$ cat src/hw/rtl/pdoq_pkg.sv
// Shared types, codes and the ordering rule of the priority and date ordered queue.
package pdoq_pkg;

	// Date and time of a request; the field order makes a plain compare lexicographic.
	typedef struct packed {
		logic [11:0] year;
		logic [3:0]  month;
		logic [4:0]  day;
		logic [4:0]  hour;
		logic [5:0]  minute;
	} stamp_t;

	// One stored request, 56 bits.
	typedef struct packed {
		logic [7:0]  prio;
		stamp_t      stamp;
		logic [15:0] tag;
	} entry_t;

	typedef enum logic [1:0] {
		ST_IDLE,
		ST_SCAN,
		ST_PLACE,
		ST_POP_OUT
	} state_t;

	localparam logic       FUNC_PUSH  = 1'b0;
	localparam logic       FUNC_POP   = 1'b1;

	localparam logic [1:0] STAT_OK    = 2'd0;
	localparam logic [1:0] STAT_EMPTY = 2'd1;
	localparam logic [1:0] STAT_FULL  = 2'd2;

	// True when a stored entry belongs behind a newly pushed one.
	function automatic logic entry_follows(entry_t old_e, entry_t new_e);
		return (old_e.prio < new_e.prio) ||
			((old_e.prio == new_e.prio) && (old_e.stamp >= new_e.stamp));
	endfunction

endpackage

$ cat src/hw/rtl/pdoq_ring_mem.sv
// Entry storage of the queue: one write port and one registered read port.
module pdoq_ring_mem #(
	parameter int DEPTH = 16
) (
	input  logic                       clk,
	input  logic                       we,
	input  logic [$clog2(DEPTH)-1:0]   waddr,
	input  pdoq_pkg::entry_t           wdata,
	input  logic                       re,
	input  logic [$clog2(DEPTH)-1:0]   raddr,
	output pdoq_pkg::entry_t           rdata
);
	import pdoq_pkg::*;

	entry_t mem_q [DEPTH];

	always_ff @(posedge clk) begin
		if (we) begin
			mem_q[waddr] <= wdata;
		end
	end

	always_ff @(posedge clk) begin
		if (re) begin
			rdata <= mem_q[raddr];
		end
	end

endmodule

$ cat src/hw/rtl/priority_date_ordered_queue_top.sv
// Top level of the priority and date ordered request queue.
//
//  Channel   Direction  Handshake                  Payload
//  --------  ---------  -------------------------  ----------------------------------------
//  request   in         start high, busy low       func, req_priority .. req_minute, req_tag
//  result    out        done high for one cycle    out_valid, status, entry_count, out_*
//
// A push moves k stored entries one slot toward the tail before the request lands,
// where k is the number of entries that belong behind it (0 to the occupancy); the
// walk over the entry memory reads one entry per cycle and ends by raising done.
// A pop reads the head slot at the accepting edge and returns it next.
// A pop on an empty queue or a push on a full queue answers at once from the idle state.
// Reset clears the occupancy and the head pointer; the entry memory is not cleared.
// The receiver cannot stall: done is high for exactly one cycle per transaction.
module priority_date_ordered_queue_top #(
	parameter int QUEUE_DEPTH = 16
) (
	input  logic        clk,
	input  logic        arst_n,
	input  logic        start,
	output logic        busy,
	input  logic        func,
	input  logic [7:0]  req_priority,
	input  logic [11:0] req_year,
	input  logic [3:0]  req_month,
	input  logic [4:0]  req_day,
	input  logic [4:0]  req_hour,
	input  logic [5:0]  req_minute,
	input  logic [15:0] req_tag,
	output logic        done,
	output logic        out_valid,
	output logic [1:0]  status,
	output logic [4:0]  entry_count,
	output logic [7:0]  out_priority,
	output logic [11:0] out_year,
	output logic [3:0]  out_month,
	output logic [4:0]  out_day,
	output logic [4:0]  out_hour,
	output logic [5:0]  out_minute,
	output logic [15:0] out_tag
);
	import pdoq_pkg::*;

	// Address width of the memory and width of a logical index or count.
	localparam int AW = $clog2(QUEUE_DEPTH);
	localparam int CW = $clog2(QUEUE_DEPTH + 1);

	// The queue is kept as a ring: logical index 0 is the head slot.
	function automatic logic [AW-1:0] phys(logic [AW-1:0] head, logic [CW-1:0] idx);
		logic [CW:0] sum;
		sum = (CW+1)'(head) + (CW+1)'(idx);
		if (sum >= (CW+1)'(QUEUE_DEPTH)) begin
			sum = sum - (CW+1)'(QUEUE_DEPTH);
		end
		return sum[AW-1:0];
	endfunction

	state_t         state_q, state_d;
	logic [CW-1:0]  occ_q, occ_d;
	logic [AW-1:0]  head_q;
	logic [CW-1:0]  idx_q;
	logic           done_q;
	entry_t         req_q;

	logic           valid_q;
	logic [1:0]     status_q;
	logic [4:0]     count_q;
	entry_t         result_q;

	// Sequencer controls.
	logic           mem_re;
	logic           mem_we;
	logic [CW-1:0]  rd_idx;
	logic           wr_shift;
	logic           load_req;
	logic           idx_dec;
	logic           fin_push;
	logic           fin_pop;
	logic           imm_err;
	logic [1:0]     imm_status;

	entry_t         mem_rdata;
	entry_t         mem_wdata;
	entry_t         new_entry;

	assign new_entry = '{
		prio:  req_priority,
		stamp: '{year: req_year, month: req_month, day: req_day,
			hour: req_hour, minute: req_minute},
		tag:   req_tag
	};

	assign busy = (state_q != ST_IDLE);

	// A push walks backward from the tail. Each cycle it compares the entry just read
	// with the new request: an entry that belongs behind the request moves one slot
	// toward the tail and the next one is read; otherwise, or once the head entry has
	// moved, the request lands in the slot left free.
	always_comb begin
		state_d    = state_q;
		mem_re     = 1'b0;
		mem_we     = 1'b0;
		rd_idx     = '0;
		wr_shift   = 1'b0;
		load_req   = 1'b0;
		idx_dec    = 1'b0;
		fin_push   = 1'b0;
		fin_pop    = 1'b0;
		imm_err    = 1'b0;
		imm_status = STAT_OK;
		case (state_q)
			ST_IDLE: begin
				if (start) begin
					if (func == FUNC_PUSH) begin
						if (occ_q == CW'(QUEUE_DEPTH)) begin
							imm_err    = 1'b1;
							imm_status = STAT_FULL;
						end else begin
							load_req = 1'b1;
							if (occ_q == '0) begin
								state_d = ST_PLACE;
							end else begin
								mem_re  = 1'b1;
								rd_idx  = occ_q - CW'(1);
								state_d = ST_SCAN;
							end
						end
					end else begin
						if (occ_q == '0) begin
							imm_err    = 1'b1;
							imm_status = STAT_EMPTY;
						end else begin
							mem_re  = 1'b1;
							rd_idx  = '0;
							state_d = ST_POP_OUT;
						end
					end
				end
			end
			ST_SCAN: begin
				mem_we = 1'b1;
				if (entry_follows(mem_rdata, req_q)) begin
					wr_shift = 1'b1;
					idx_dec  = 1'b1;
					if (idx_q == CW'(1)) begin
						state_d = ST_PLACE;
					end else begin
						mem_re = 1'b1;
						rd_idx = idx_q - CW'(2);
					end
				end else begin
					fin_push = 1'b1;
					state_d  = ST_IDLE;
				end
			end
			ST_PLACE: begin
				mem_we   = 1'b1;
				fin_push = 1'b1;
				state_d  = ST_IDLE;
			end
			ST_POP_OUT: begin
				fin_pop = 1'b1;
				state_d = ST_IDLE;
			end
			default: begin
				state_d = ST_IDLE;
			end
		endcase
	end

	assign mem_wdata = wr_shift ? mem_rdata : req_q;

	always_comb begin
		occ_d = occ_q;
		if (fin_push) begin
			occ_d = occ_q + CW'(1);
		end else if (fin_pop) begin
			occ_d = occ_q - CW'(1);
		end
	end

	pdoq_ring_mem #(
		.DEPTH (QUEUE_DEPTH)
	) u_mem (
		.clk   (clk),
		.we    (mem_we),
		.waddr (phys(head_q, idx_q)),
		.wdata (mem_wdata),
		.re    (mem_re),
		.raddr (phys(head_q, rd_idx)),
		.rdata (mem_rdata)
	);

	always_ff @(posedge clk or negedge arst_n) begin
		if (!arst_n) begin
			state_q <= ST_IDLE;
			occ_q   <= '0;
			head_q  <= '0;
			idx_q   <= '0;
			done_q  <= 1'b0;
		end else begin
			state_q <= state_d;
			occ_q   <= occ_d;
			done_q  <= imm_err | fin_push | fin_pop;
			if (fin_pop) begin
				head_q <= phys(head_q, CW'(1));
			end
			if (load_req) begin
				idx_q <= occ_q;
			end else if (idx_dec) begin
				idx_q <= idx_q - CW'(1);
			end
		end
	end

	// The request and the result registers carry payload only.
	always_ff @(posedge clk) begin
		if (load_req) begin
			req_q <= new_entry;
		end
		if (imm_err | fin_push | fin_pop) begin
			valid_q  <= fin_pop;
			status_q <= imm_err ? imm_status : STAT_OK;
			count_q  <= 5'(occ_d);
			result_q <= fin_pop ? mem_rdata : '0;
		end
	end

	assign done         = done_q;
	assign out_valid    = valid_q;
	assign status       = status_q;
	assign entry_count  = count_q;
	assign out_priority = result_q.prio;
	assign out_year     = result_q.stamp.year;
	assign out_month    = result_q.stamp.month;
	assign out_day      = result_q.stamp.day;
	assign out_hour     = result_q.stamp.hour;
	assign out_minute   = result_q.stamp.minute;
	assign out_tag      = result_q.tag;

	// The occupancy never goes beyond the depth of the memory.
	assert property (@(posedge clk) disable iff (!arst_n)
		occ_q <= CW'(QUEUE_DEPTH))
		else $error("occupancy exceeds the queue depth");

	// The entry memory is written only while a push transaction is in progress.
	assert property (@(posedge clk) disable iff (!arst_n)
		mem_we |-> (state_q == ST_SCAN || state_q == ST_PLACE))
		else $error("memory write outside a push");

	// A push on a full queue answers at once with the full status.
	assert property (@(posedge clk) disable iff (!arst_n)
		(start && !busy && func == FUNC_PUSH && occ_q == CW'(QUEUE_DEPTH))
		|=> (done && status == STAT_FULL && !out_valid))
		else $error("push on full not reported");

	// A returned entry always comes with the ok status.
	assert property (@(posedge clk) disable iff (!arst_n)
		(done && out_valid) |-> (status == STAT_OK))
		else $error("returned entry with an error status");

endmodule

$ cat config.mk
export PLATFORM = sky130hd
export DESIGN_NAME = priority_date_ordered_queue_top
export DESIGN_NICKNAME = d
export VERILOG_FILES = /design/src/hw/rtl/pdoq_pkg.sv /design/src/hw/rtl/pdoq_ring_mem.sv /design/src/hw/rtl/priority_date_ordered_queue_top.sv
export SDC_FILE = /design/constraint.sdc
export NUM_CORES = 1
export LEC_CHECK = 0
export BUFFER_PORTS_ARGS = -buffer_cell sky130_fd_sc_hd__buf_4
export CORE_ASPECT_RATIO = 1.25
export CORE_UTILIZATION = 45
export DETAILED_ROUTE_END_ITERATION = 10
export PLACE_DENSITY = 0.66
export SLEW_MARGIN = 20
export SYNTH_ARGS = -nofsm -noshare
export SYNTH_HDL_FRONTEND = slang
export SYNTH_SLANG_ARGS = --single-unit
$ cat constraint.sdc
create_clock -name clk -period 5.3 [get_ports clk]
set_input_delay 0.265 -clock clk [delete_from_list [all_inputs] [get_ports clk]]
set_output_delay 0.265 -clock clk [all_outputs]
set_load 0.005 [all_outputs]
-- After elaboration in Yosys (flattened, before gate mapping)
Memory sizes are Yosys's and may differ from the RTL's. A register that Yosys moved wholly into a read port is not among the register bits.
Index checks and enable logic that the tools add are counted.
- equality and inequality tests: 10
- bitwise gates (word level): 2
- $add $sub $neg: 10
- reduce and logical (&&, ||, !) cells: 10
- order comparisons: 5
- multiplexer cells: 50
- operator list (kind ; count):
    two-way mux 56 bit ; 1
    two-way mux 5 bit ; 10
    greater-or-equal comparator 32 bit ; 1
    two-way mux 1 bit ; 23
    two-way mux 2 bit ; 9
    adder 4 x 5 -> 6 bit ; 2
    greater-or-equal comparator 6 x 5 -> 1 bit (second input constant) ; 2
    two-way mux 4 bit ; 3
    subtractor 4 x 1 -> 4 bit (second input constant) ; 3
    one-hot mux 5 bit (2 select lines) ; 1
    subtractor 5 x 1 -> 5 bit (second input constant) ; 2
    inequality test 3 bit (second input constant) ; 3
    equality test 8 bit ; 1
    less-than comparator 8 bit ; 1
    one-hot mux 2 bit (3 select lines) ; 1
    adder 4 x 1 -> 5 bit (second input constant) ; 1
    adder 5 x 1 -> 5 bit (second input constant) ; 1
    equality test 5 x 1 -> 1 bit (second input constant) ; 1
    equality test 5 bit (second input constant) ; 1
    greater-or-equal comparator 5 bit (second input constant) ; 1
    zero test 5 bit ; 1
    subtractor 5 x 2 -> 5 bit (second input constant) ; 1
    equality test 2 bit (second input constant) ; 2
    one-hot mux 1 bit (2 select lines) ; 2
    10 further kinds ; 13
- output and inout bits: 66
- input port bits: 60
- word-level logic and storage cells: 110
- memories: 1
- bits in writable memories: 896
- register bits: 137
- memory list (memory ; words ; width ; rd ports ; clocked after memory_dff ; write ports ; RTL line ; text):
    u_mem.mem_q ; 16 ; 56 ; 1 ; 1 ; 1 ; pdoq_ring_mem.sv:15 ; entry_t mem_q [DEPTH];

-- Longest topological paths before layout
Gate-level depths: netlist of run 1.
- word-level depth: 9
- mapped depth: 20
- depth with buffers taken out: 16

-- Modules after synthesis
A second synthesis of run 1 with hierarchy kept.
- cell total of the unflattened synthesis: 2020
- area total of the unflattened synthesis: 42314.3 um^2
- by module, submodules not included (module ; cells each ; sequential area each (um^2) ; area each (um^2) ; times used):
    pdoq_ring_mem ; 1445 ; 28587.4 ; 35238.8 ; 1
    priority_date_ordered_queue_top ; 575 ; 4028.9 ; 7075.5 ; 1

-- Least setup slack after synthesis of run 1
OpenSTA, ideal clock, no wires.
- path kind: register -> register
- start: register, netlist name u_mem.rdata[30]
- end: register, netlist name u_mem.rdata[0]
- setup time: 490 ps
- clock period less this slack: 5415 ps
- arrival: 4925 ps
- stages on the path, launching flop included: 9
- required time: 4810 ps
- setup slack: -115 ps
- path buffers: 1
- cells stage by stage: edfxtp_1 > ha_1 > nand4_1 > or4_1 > o32a_2 > a21oi_4 > o31ai_2 > clkbuf_1 > o22ai_1
- elaborated cells between the ends (all ways): 11
- those cells by class: 2 x add/sub; 2 x order compare; 5 x mux; 2 x reduce/logical
- RTL lines (element ; RTL line ; text):
    greater-or-equal comparator 32 bit ; pdoq_pkg.sv:37 ; ((old_e.prio == new_e.prio) && (old_e.stamp >= new_e.stamp));
    logical AND 1 bit ; pdoq_pkg.sv:37 ;
    logical OR 1 bit ; pdoq_pkg.sv:36 ; return (old_e.prio < new_e.prio) ||
    two-way mux 1 bit ; priority_date_ordered_queue_top.sv:142 ; if (entry_follows(mem_rdata, req_q)) begin
    one-hot mux 1 bit (2 select lines) ; priority_date_ordered_queue_top.sv:111 ; case (state_q)
    net mem_re ; priority_date_ordered_queue_top.sv:71 ; logic mem_re;
The timed path passes the listed nets, and every way through them passes these cells.
A chain may end at the register's enable or synchronous reset.

-- Worst setup path in the final report of run 1
- start: register, netlist name u_mem.rdata[30]
- end: register, netlist name u_mem.rdata[28]
- cells in the longest elaborated chain, start to end: 8
- elaborated cells between the ends (all ways): 11
- those cells by class: 2 x add/sub; 2 x order compare; 5 x mux; 2 x reduce/logical
- RTL lines (element ; RTL line ; text):
    greater-or-equal comparator 32 bit (*) ; pdoq_pkg.sv:37 ;
    logical AND 1 bit (*) ; pdoq_pkg.sv:37 ;
    logical OR 1 bit (*) ; pdoq_pkg.sv:36 ;
    two-way mux 5 bit ; priority_date_ordered_queue_top.sv:142 ;
    one-hot mux 5 bit (2 select lines) ; priority_date_ordered_queue_top.sv:111 ;
    adder 4 x 5 -> 6 bit ; priority_date_ordered_queue_top.sv:51 ; sum = (CW+1)'(head) + (CW+1)'(idx);
    greater-or-equal comparator 6 x 5 -> 1 bit / subtractor 4 x 1 -> 4 bit (equally long branches) ; priority_date_ordered_queue_top.sv:52, priority_date_ordered_queue_top.sv:53 ;
    two-way mux 4 bit ; priority_date_ordered_queue_top.sv:52 ; if (sum >= (CW+1)'(QUEUE_DEPTH)) begin
Mark *: on every way between the ends. The rest lies on a longest branch, timed or not.

==> flow_metrics.py, run 1 <==
metrics = {
    "global_route": {
        "grtUsageTotal_pct": 21.0,
        "grt_pass1_vias": 23600,
        "grt_max_degree": 67,
        "grt_pass1_wl_mm": 152,
        "antenna_found_initial": 1,
        "grt-ovfl-total": 0,
    },
    "synthesis": {
        "yosysUniqueCellTypes": 60,
        "synthCells": 2255,
        "synthesis.area_mm2": 0.0437,
        "yosysSeqAreaShare_pct": 74.7,
        "synth.largest_area_cell": "edfxtp_1",
        "yosysWarnings": 0,
        "async_reset_ff_share_pct": 1.56,
        "synth.top_cell.area_share_pct": 73.7,
        "synth_enable_flop_cells": 1072,
        "avgSynthCellArea_um2": 19.4,
        "yosys_most_used_dff": "edfxtp_1",
        "ys_ff_latch": 1089,
        "syn_nets": 2374,
        "ys_top_cells_by_area": "edfxtp_1 74%, mux4_2 12%, nand2_1 2.2%",
    },
    "cells_and_area": {
        "layout.nets": 2639,
        "fill_cells": 7395,
        "area_growth_pct": 17.4,
        "drive_gt1_share_pct": 27.0,
        "n_antenna_cell": 0,
    },
    "clocking": {
        "cts_tree": "built",
        "clk_latency_ns": 0.69,
        "clock-root-buffer": "clkbuf_16",
        "htree_levels": 3,
        "clock_sinks": 1089,
        "clk_pin_slew_worst_paths_ns": 0.06,
        "hold_buffers": 60,
        "cts_resized": 0,
        "cts_buffers": 99,
        "post_cts_buffers": 0,
        "clock_path_buffers": 3,
    },
    "drt": {
        "routed_wl_mm": 101,
        "drc": 0,
        "drt-wirelength-per-cell_um": 26.0,
        "vias_per_cell": 5.82,
        "ant_nets": 0,
        "dr.pass1.iters": 5,
        "drt-initial-drc-count": 2119,
        "route.vias.total": 22600,
    },
    "hold_path": {
        "hold_end": "req_q[42]$_DFFE_PP_",
        "worstHoldStart": "req_year[6]",
        "min_path_type": "input pin to register",
        "min_path_cells": 2,
    },
    "worst_setup_path": {
        "worstSetupStartpointType": "register",
        "r2r_setup_slack_ns": 0.32,
        "r2r-start": "u_mem.rdata[30]$_DFFE_PP_",
        "crit_type": "register to register",
        "cp-startpoint": "u_mem.rdata[30]$_DFFE_PP_",
        "crit_arrival_ns": 5.40,
        "r2r_end": "u_mem.rdata[28]$_DFFE_PP_",
        "worstRegToRegCells": 16,
        "end_kind": "register",
        "worstPathRequired_ns": 5.71,
        "crit_fanout": 28,
    },
    "die": {
        "die_area_mm2": 0.0983,
        "initial_core_util_pct": 45.4,
        "dieWidth_um": 281,
        "ios": 126,
        "num_rows": 127,
        "die_y_um": 350,
        "core_mm2": 0.0961,
    },
    "placed_design": {
        "port_buffers": 125,
        "gp_congestion": 0.806,
        "dp_hpwl_mm": 56.3,
    },
    "timing": {
        "tns_ns": 0,
        "grt_setup_unrepaired": "false",
        "fmax_mhz": 201,
        "hold_viol": 0,
        "setup_violations": 0,
        "maxSlewHeadroom_pct": 30.2,
        "fin_skew_ns": 0.0492,
        "worst-slew-pin-transition_ns": 1.05,
        "period_minus_slack_ns": 4.98,
        "period_share_pct": 94.1,
        "slew_viol_final": 0,
    },
    "job": {
        "cap_violations": 0,
    },
    "outcome": {
        "status": "finished, final reports clean",
    },
}
[worst max-delay path, cell delays in order (launching register included)]
cell and delay [ns]:
edfxtp_1 0.41, ha_1 0.34, nand4_1 0.17, or4_1 0.56
o32a_2 0.36, a21oi_4 0.26, o31ai_4 0.13, o32ai_1 0.34
ha_1 0.30, a21o_1 0.18, a21oi_1 0.16, xnor2_1 0.22
nor2_1 0.19, a221oi_4 0.37, buf_4 0.39, a32o_1 0.23
o211ai_1 0.09
[through the flow]
step                utilization, %  cells  worst slack, ns  instance area [µm²]  hold slack, ns
floorplan                        -   2255            0.447                43700         -0.0306
global placement              49.2   3648            0.410                47300           0.152
detailed placement            49.2   3648            0.296                47300           0.157
CTS                           53.3   3889            0.290                51300           0.267
global route                  53.4   3890          0.00851                51300           0.289
finish                        53.4   3890            0.315                51300           0.295
[cells in the mapped netlist, drive strengths merged (3+ instances only)]
master / number
nand4: 9
nand2b: 4
xor2: 7
or4: 3
o21a: 4
ha: 57
mux2i: 5
nand2: 257
inv: 51
nand4b: 57
and2: 57
o21ai: 14
nor3b: 3
a21oi: 18
a221oi: 3
buf: 58
mux2: 56
mux4: 224
a32o: 56
o32ai: 3
edfxtp: 1072
nand3b: 3
or3: 4
nor2: 29
dfrtp: 17
nor3: 3
clkbuf: 75
xnor2: 11
nand3: 8
o211ai: 59
[state kept, by name, summed over array words and instances (netlist names)]
signal,count
entry_count,5
u_mem.rdata,56
out_tag,16
out_valid,1
out_day,5
occ_q,5
state_q,2
req_q,56
status,2
done,1
out_year,12
out_minute,6
out_hour,5
idx_q,5
out_priority,8
head_q,4
u_mem.mem_q,896
out_month,4
[layer usage]
layer / vias up / share of wire (%) / global-route usage [%]
met1: 11900 / 39 / 27.7
li1: 9684 / - / -
met3: 142 / 7.1 / 2.97
met4: 0 / 2.4 / 6.74
met5: - / 0 / 0
met2: 899 / 51 / 35.9
[cell families (layout without fill, tap and decap cells)]
kind of cell | after synthesis | in the layout | synth area share (%)
adder cells (fa/ha/maj) | 59 | 59 | 1.72
AO/OA/AOI/OAI | 176 | 176 | 3.31
multiplexers | 285 | 285 | 13.1
buffers and inverters | 184 | 529 | 1.76
AND/OR/NAND/NOR | 444 | 444 | 5.09
flip-flops | 1089 | 1089 | 74.7
XOR/XNOR | 18 | 18 | 0.361
[cells in the final DEF, fill, tap and decap left out, types with 5 or more instances in the layout]
master         instances
buf_4                186
nand4_1                9
xor2_1                 6
nor2_4                16
clkbuf_16            100
dlygate4sd3_1         60
buf_12                50
clkbuf_1              11
xnor2_1               10
nand2_1              257
o21ai_0               13
edfxtp_1            1072
clkinv_2              21
nand3_1                7
nor2_1                13
bufinv_16             13
a21oi_1               17
ha_1                  55
a32o_1                56
clkinvlp_4             6
and2_1                57
clkinv_1              18
nand4b_1              57
mux4_2               224
inv_1                 50
mux2_2                56
o211ai_1              59
dfrtp_1               17
mux2i_1                5
[final cells by class]
| class | instances | area, µm² | area share (%) |
|---|---|---|---|
| sequential | 1089 | 32600 | 63.6 |
| tap | 1290 | 1610 | 3.15 |
| multi-input combinational | 982 | 10500 | 20.5 |
| clock buffer | 115 | 2600 | 5.07 |
| clock inverter | 66 | 738 | 1.44 |
| inverter | 51 | 191 | 0.373 |
| timing repair buffer | 297 | 3030 | 5.90 |
[how the worst max path moves through the flow]
stage               slack, ns  cells after the start                        end
finish                   0.32                     16  u_mem.rdata[28]$_DFFE_PP_
detailed placement       0.30                     17  u_mem.rdata[55]$_DFFE_PP_
floorplan                0.45                     18  u_mem.rdata[42]$_DFFE_PP_
global placement         0.41                     17  u_mem.rdata[15]$_DFFE_PP_
CTS                      0.29                     16  u_mem.rdata[28]$_DFFE_PP_
global route            0.009                     16  u_mem.rdata[29]$_DFFE_PP_
Power of run 1 is not shown: default switching activity piles up to over one toggle a cycle in this logic, so the estimate is an artifact.
==> run 2: changes to the inputs <==
--- a/config.mk
+++ b/config.mk
@@ -8,6 +8,7 @@
 export BUFFER_PORTS_ARGS = -buffer_cell sky130_fd_sc_hd__buf_4
 export CORE_ASPECT_RATIO = 1.25
 export CORE_UTILIZATION = 45
+export CTS_BUF_LIST = sky130_fd_sc_hd__clkbuf_2 sky130_fd_sc_hd__clkbuf_4 sky130_fd_sc_hd__clkbuf_8
 export DETAILED_ROUTE_END_ITERATION = 10
 export PLACE_DENSITY = 0.66
 export SLEW_MARGIN = 20
==> run 2 against run 1 <==
Clock skew is 0.0027 ns lower. Design area is 0.25% lower. Non-clock buffer count is 1 higher. Highest routed layer unchanged.
==> flow_metrics.py, run 2 (synthesis gave the netlist of run 1 again) <==
metrics = {
    "placed_design": {
        "place_area_mm2": 0.0473,
        "port_buffers": 125,
        "gp_congestion": 0.806,
        "place_ws_ns": 0.296,
        "dp_hpwl_mm": 56.3,
    },
    "timing": {
        "layout_setup_ws_ns": 0.260,
        "hold_viol": 0,
        "worst-slew-pin-transition_ns": 1.03,
        "grt_setup_unrepaired": "false",
        "fmax_mhz": 198,
        "period_share_pct": 95.1,
        "slew_viol_final": 0,
        "period_minus_slack_ns": 5.04,
        "fin_skew_ns": 0.0465,
        "tns_ns": 0,
        "maxSlewHeadroom_pct": 31.3,
        "setup_violations": 0,
    },
    "drt": {
        "drt-initial-drc-count": 2063,
        "route.vias.total": 23100,
        "routed_wl_mm": 102,
        "drc": 0,
        "drt-wirelength-per-cell_um": 25.6,
        "vias_per_cell": 5.77,
        "ant_nets": 0,
        "dr.pass1.iters": 6,
    },
    "cells_and_area": {
        "largestRegisters": "u_mem.mem_q (896), req_q (56), u_mem.rdata (56)",
        "final_util_pct": 53.2,
        "top_register": "u_mem.mem_q",
        "design_area_mm2": 0.0512,
        "drive_gt1_share_pct": 29.7,
        "largest_register_ffs": 896,
        "final_cell_mix": "1072 x edfxtp_1, 257 x nand2_1, 224 x mux4_2",
        "final_common_cell": "edfxtp_1",
        "area_growth_pct": 17.1,
        "layout.nets": 2704,
    },
    "job": {
        "cap_violations": 0,
    },
    "clocking": {
        "clock-root-buffer": "clkbuf_8",
        "htree_levels": 4,
        "cts_tree": "built",
        "cts_resized": 0,
        "clk_latency_ns": 0.86,
        "clock_path_buffers": 3,
        "clock_sinks": 1089,
        "clk_pin_slew_worst_paths_ns": 0.07,
        "cts_buffers": 163,
    },
    "global_route": {
        "grtUsageTotal_pct": 21.3,
        "grt_pass1_wl_mm": 153,
        "grt-ovfl-total": 0,
        "antenna_found_initial": 2,
        "grt_max_degree": 67,
        "grt_pass1_vias": 24100,
    },
    "worst_setup_path": {
        "crit_type": "register to register",
        "cp_num_buf_inv": 1,
        "cp_slowest_stage_delay_ns": 0.57,
        "crit_fanout": 28,
        "slowest_stage": "or4_1",
        "path_delay_family": "compound AO/OA/AOI/OAI gates",
        "worstPathRequired_ns": 5.89,
        "critPathMostFrequentCell": "ha_1",
        "crit_arrival_ns": 5.63,
        "crit_chain": "ha_1 -> nand4_1 -> or4_1 -> o32a_2 -> a21oi_4 -> o31ai_4 -> o32ai_1 -> ha_1 -> a21o_1 -> a21oi_1 -> xnor2_1 -> nor2_1 -> a221oi_4 -> buf_4 -> a32o_1 -> o211ai_1",
        "end_kind": "register",
        "worstSetupStartpointType": "register",
    },
    "die": {
        "core_mm2": 0.0961,
        "ios": 126,
        "die_y_um": 350,
        "dieWidth_um": 281,
        "die_area_mm2": 0.0983,
        "initial_core_util_pct": 45.4,
        "num_rows": 127,
    },
    "outcome": {
        "status": "finished, final reports clean",
    },
    "hold_path": {
        "min_path_type": "input pin to register",
    },
}
==> run 2: cell count changes in the layout (fill, tap and decap cells not counted), moves of 4 or more <==
| cell | delta |
|---|---|
| clkbuf_1 | -11 |
| clkbuf_8 | +167 |
| diode_2 | +4 |
| bufinv_16 | -7 |
| clkinv_1 | +14 |
| clkbuf_4 | +44 |
| clkbuf_16 | -100 |
==> run 2: final cells by class <==
type                            instances  area [µm²]
Sequential cell                      1089       32600
Clock buffer                          215        2680
Antenna cell                            4        10.0
Tap cell                             1290        1610
Timing Repair Buffer                  298        3040
Clock inverter                         71         503
Multi-Input combinational cell        982       10500
Inverter                               51         191
Fill cell                            7437       45000
==> run 2: through the flow <==
stage                     hold WS [ns]  instances
final                            0.134       4000
after detailed placement         0.157       3648
after global placement           0.152       3648
after global routing            0.0824       3999
after floorplan                -0.0306       2255
after CTS                       0.0483       3995
==> run 2: final timing paths <==
| check | depth (start not counted) | endpoint | slack [ns] | from |
|---|---|---|---|---|
| min | 2 | req_q[6]$_DFFE_PP_ | 0.13 | req_tag[6] |
| min reg2reg | 1 | out_tag[1]$_SDFFCE_PN0P_ | 0.55 | u_mem.rdata[1]$_DFFE_PP_ |
| max | 16 | u_mem.rdata[21]$_DFFE_PP_ | 0.26 | u_mem.rdata[30]$_DFFE_PP_ |
| min in group asynchronous | 3 | idx_q[4]$_DFFE_PN0P_ | 0.63 | arst_n |
| max in group asynchronous | 3 | head_q[3]$_DFFE_PN0P_ | 4.12 | arst_n |
| max reg2reg | 16 | u_mem.rdata[21]$_DFFE_PP_ | 0.26 | u_mem.rdata[30]$_DFFE_PP_ |
==> run 2: worst reg2reg max path: stages, from the launching register on <==
cell and delay, ns:
edfxtp_1 0.42, ha_1 0.34, nand4_1 0.18, or4_1 0.57, o32a_2 0.36, a21oi_4 0.26, o31ai_4 0.13, o32ai_1 0.35
ha_1 0.31, a21o_1 0.18, a21oi_1 0.16, xnor2_1 0.22, nor2_1 0.19, a221oi_4 0.37, buf_4 0.40, a32o_1 0.26
o211ai_1 0.09
==> run 2: repair_timing <==
action	in CTS	in global routing
hold buffers	61	0
hold endpoints to repair	82	0
buffers inserted	0	0
==> run 2: per-layer routing <==
layer	share of wire [%]	wire, µm	up-vias	global-route usage [%]
li1	-	-	9839	-
met4	2.9	2930	0	7.57
met2	51	52100	972	36.0
met3	6.9	7110	195	3.90
met1	39	40300	12100	27.7
met5	0	0	-	0
Power of run 2 is left out for the same reason.
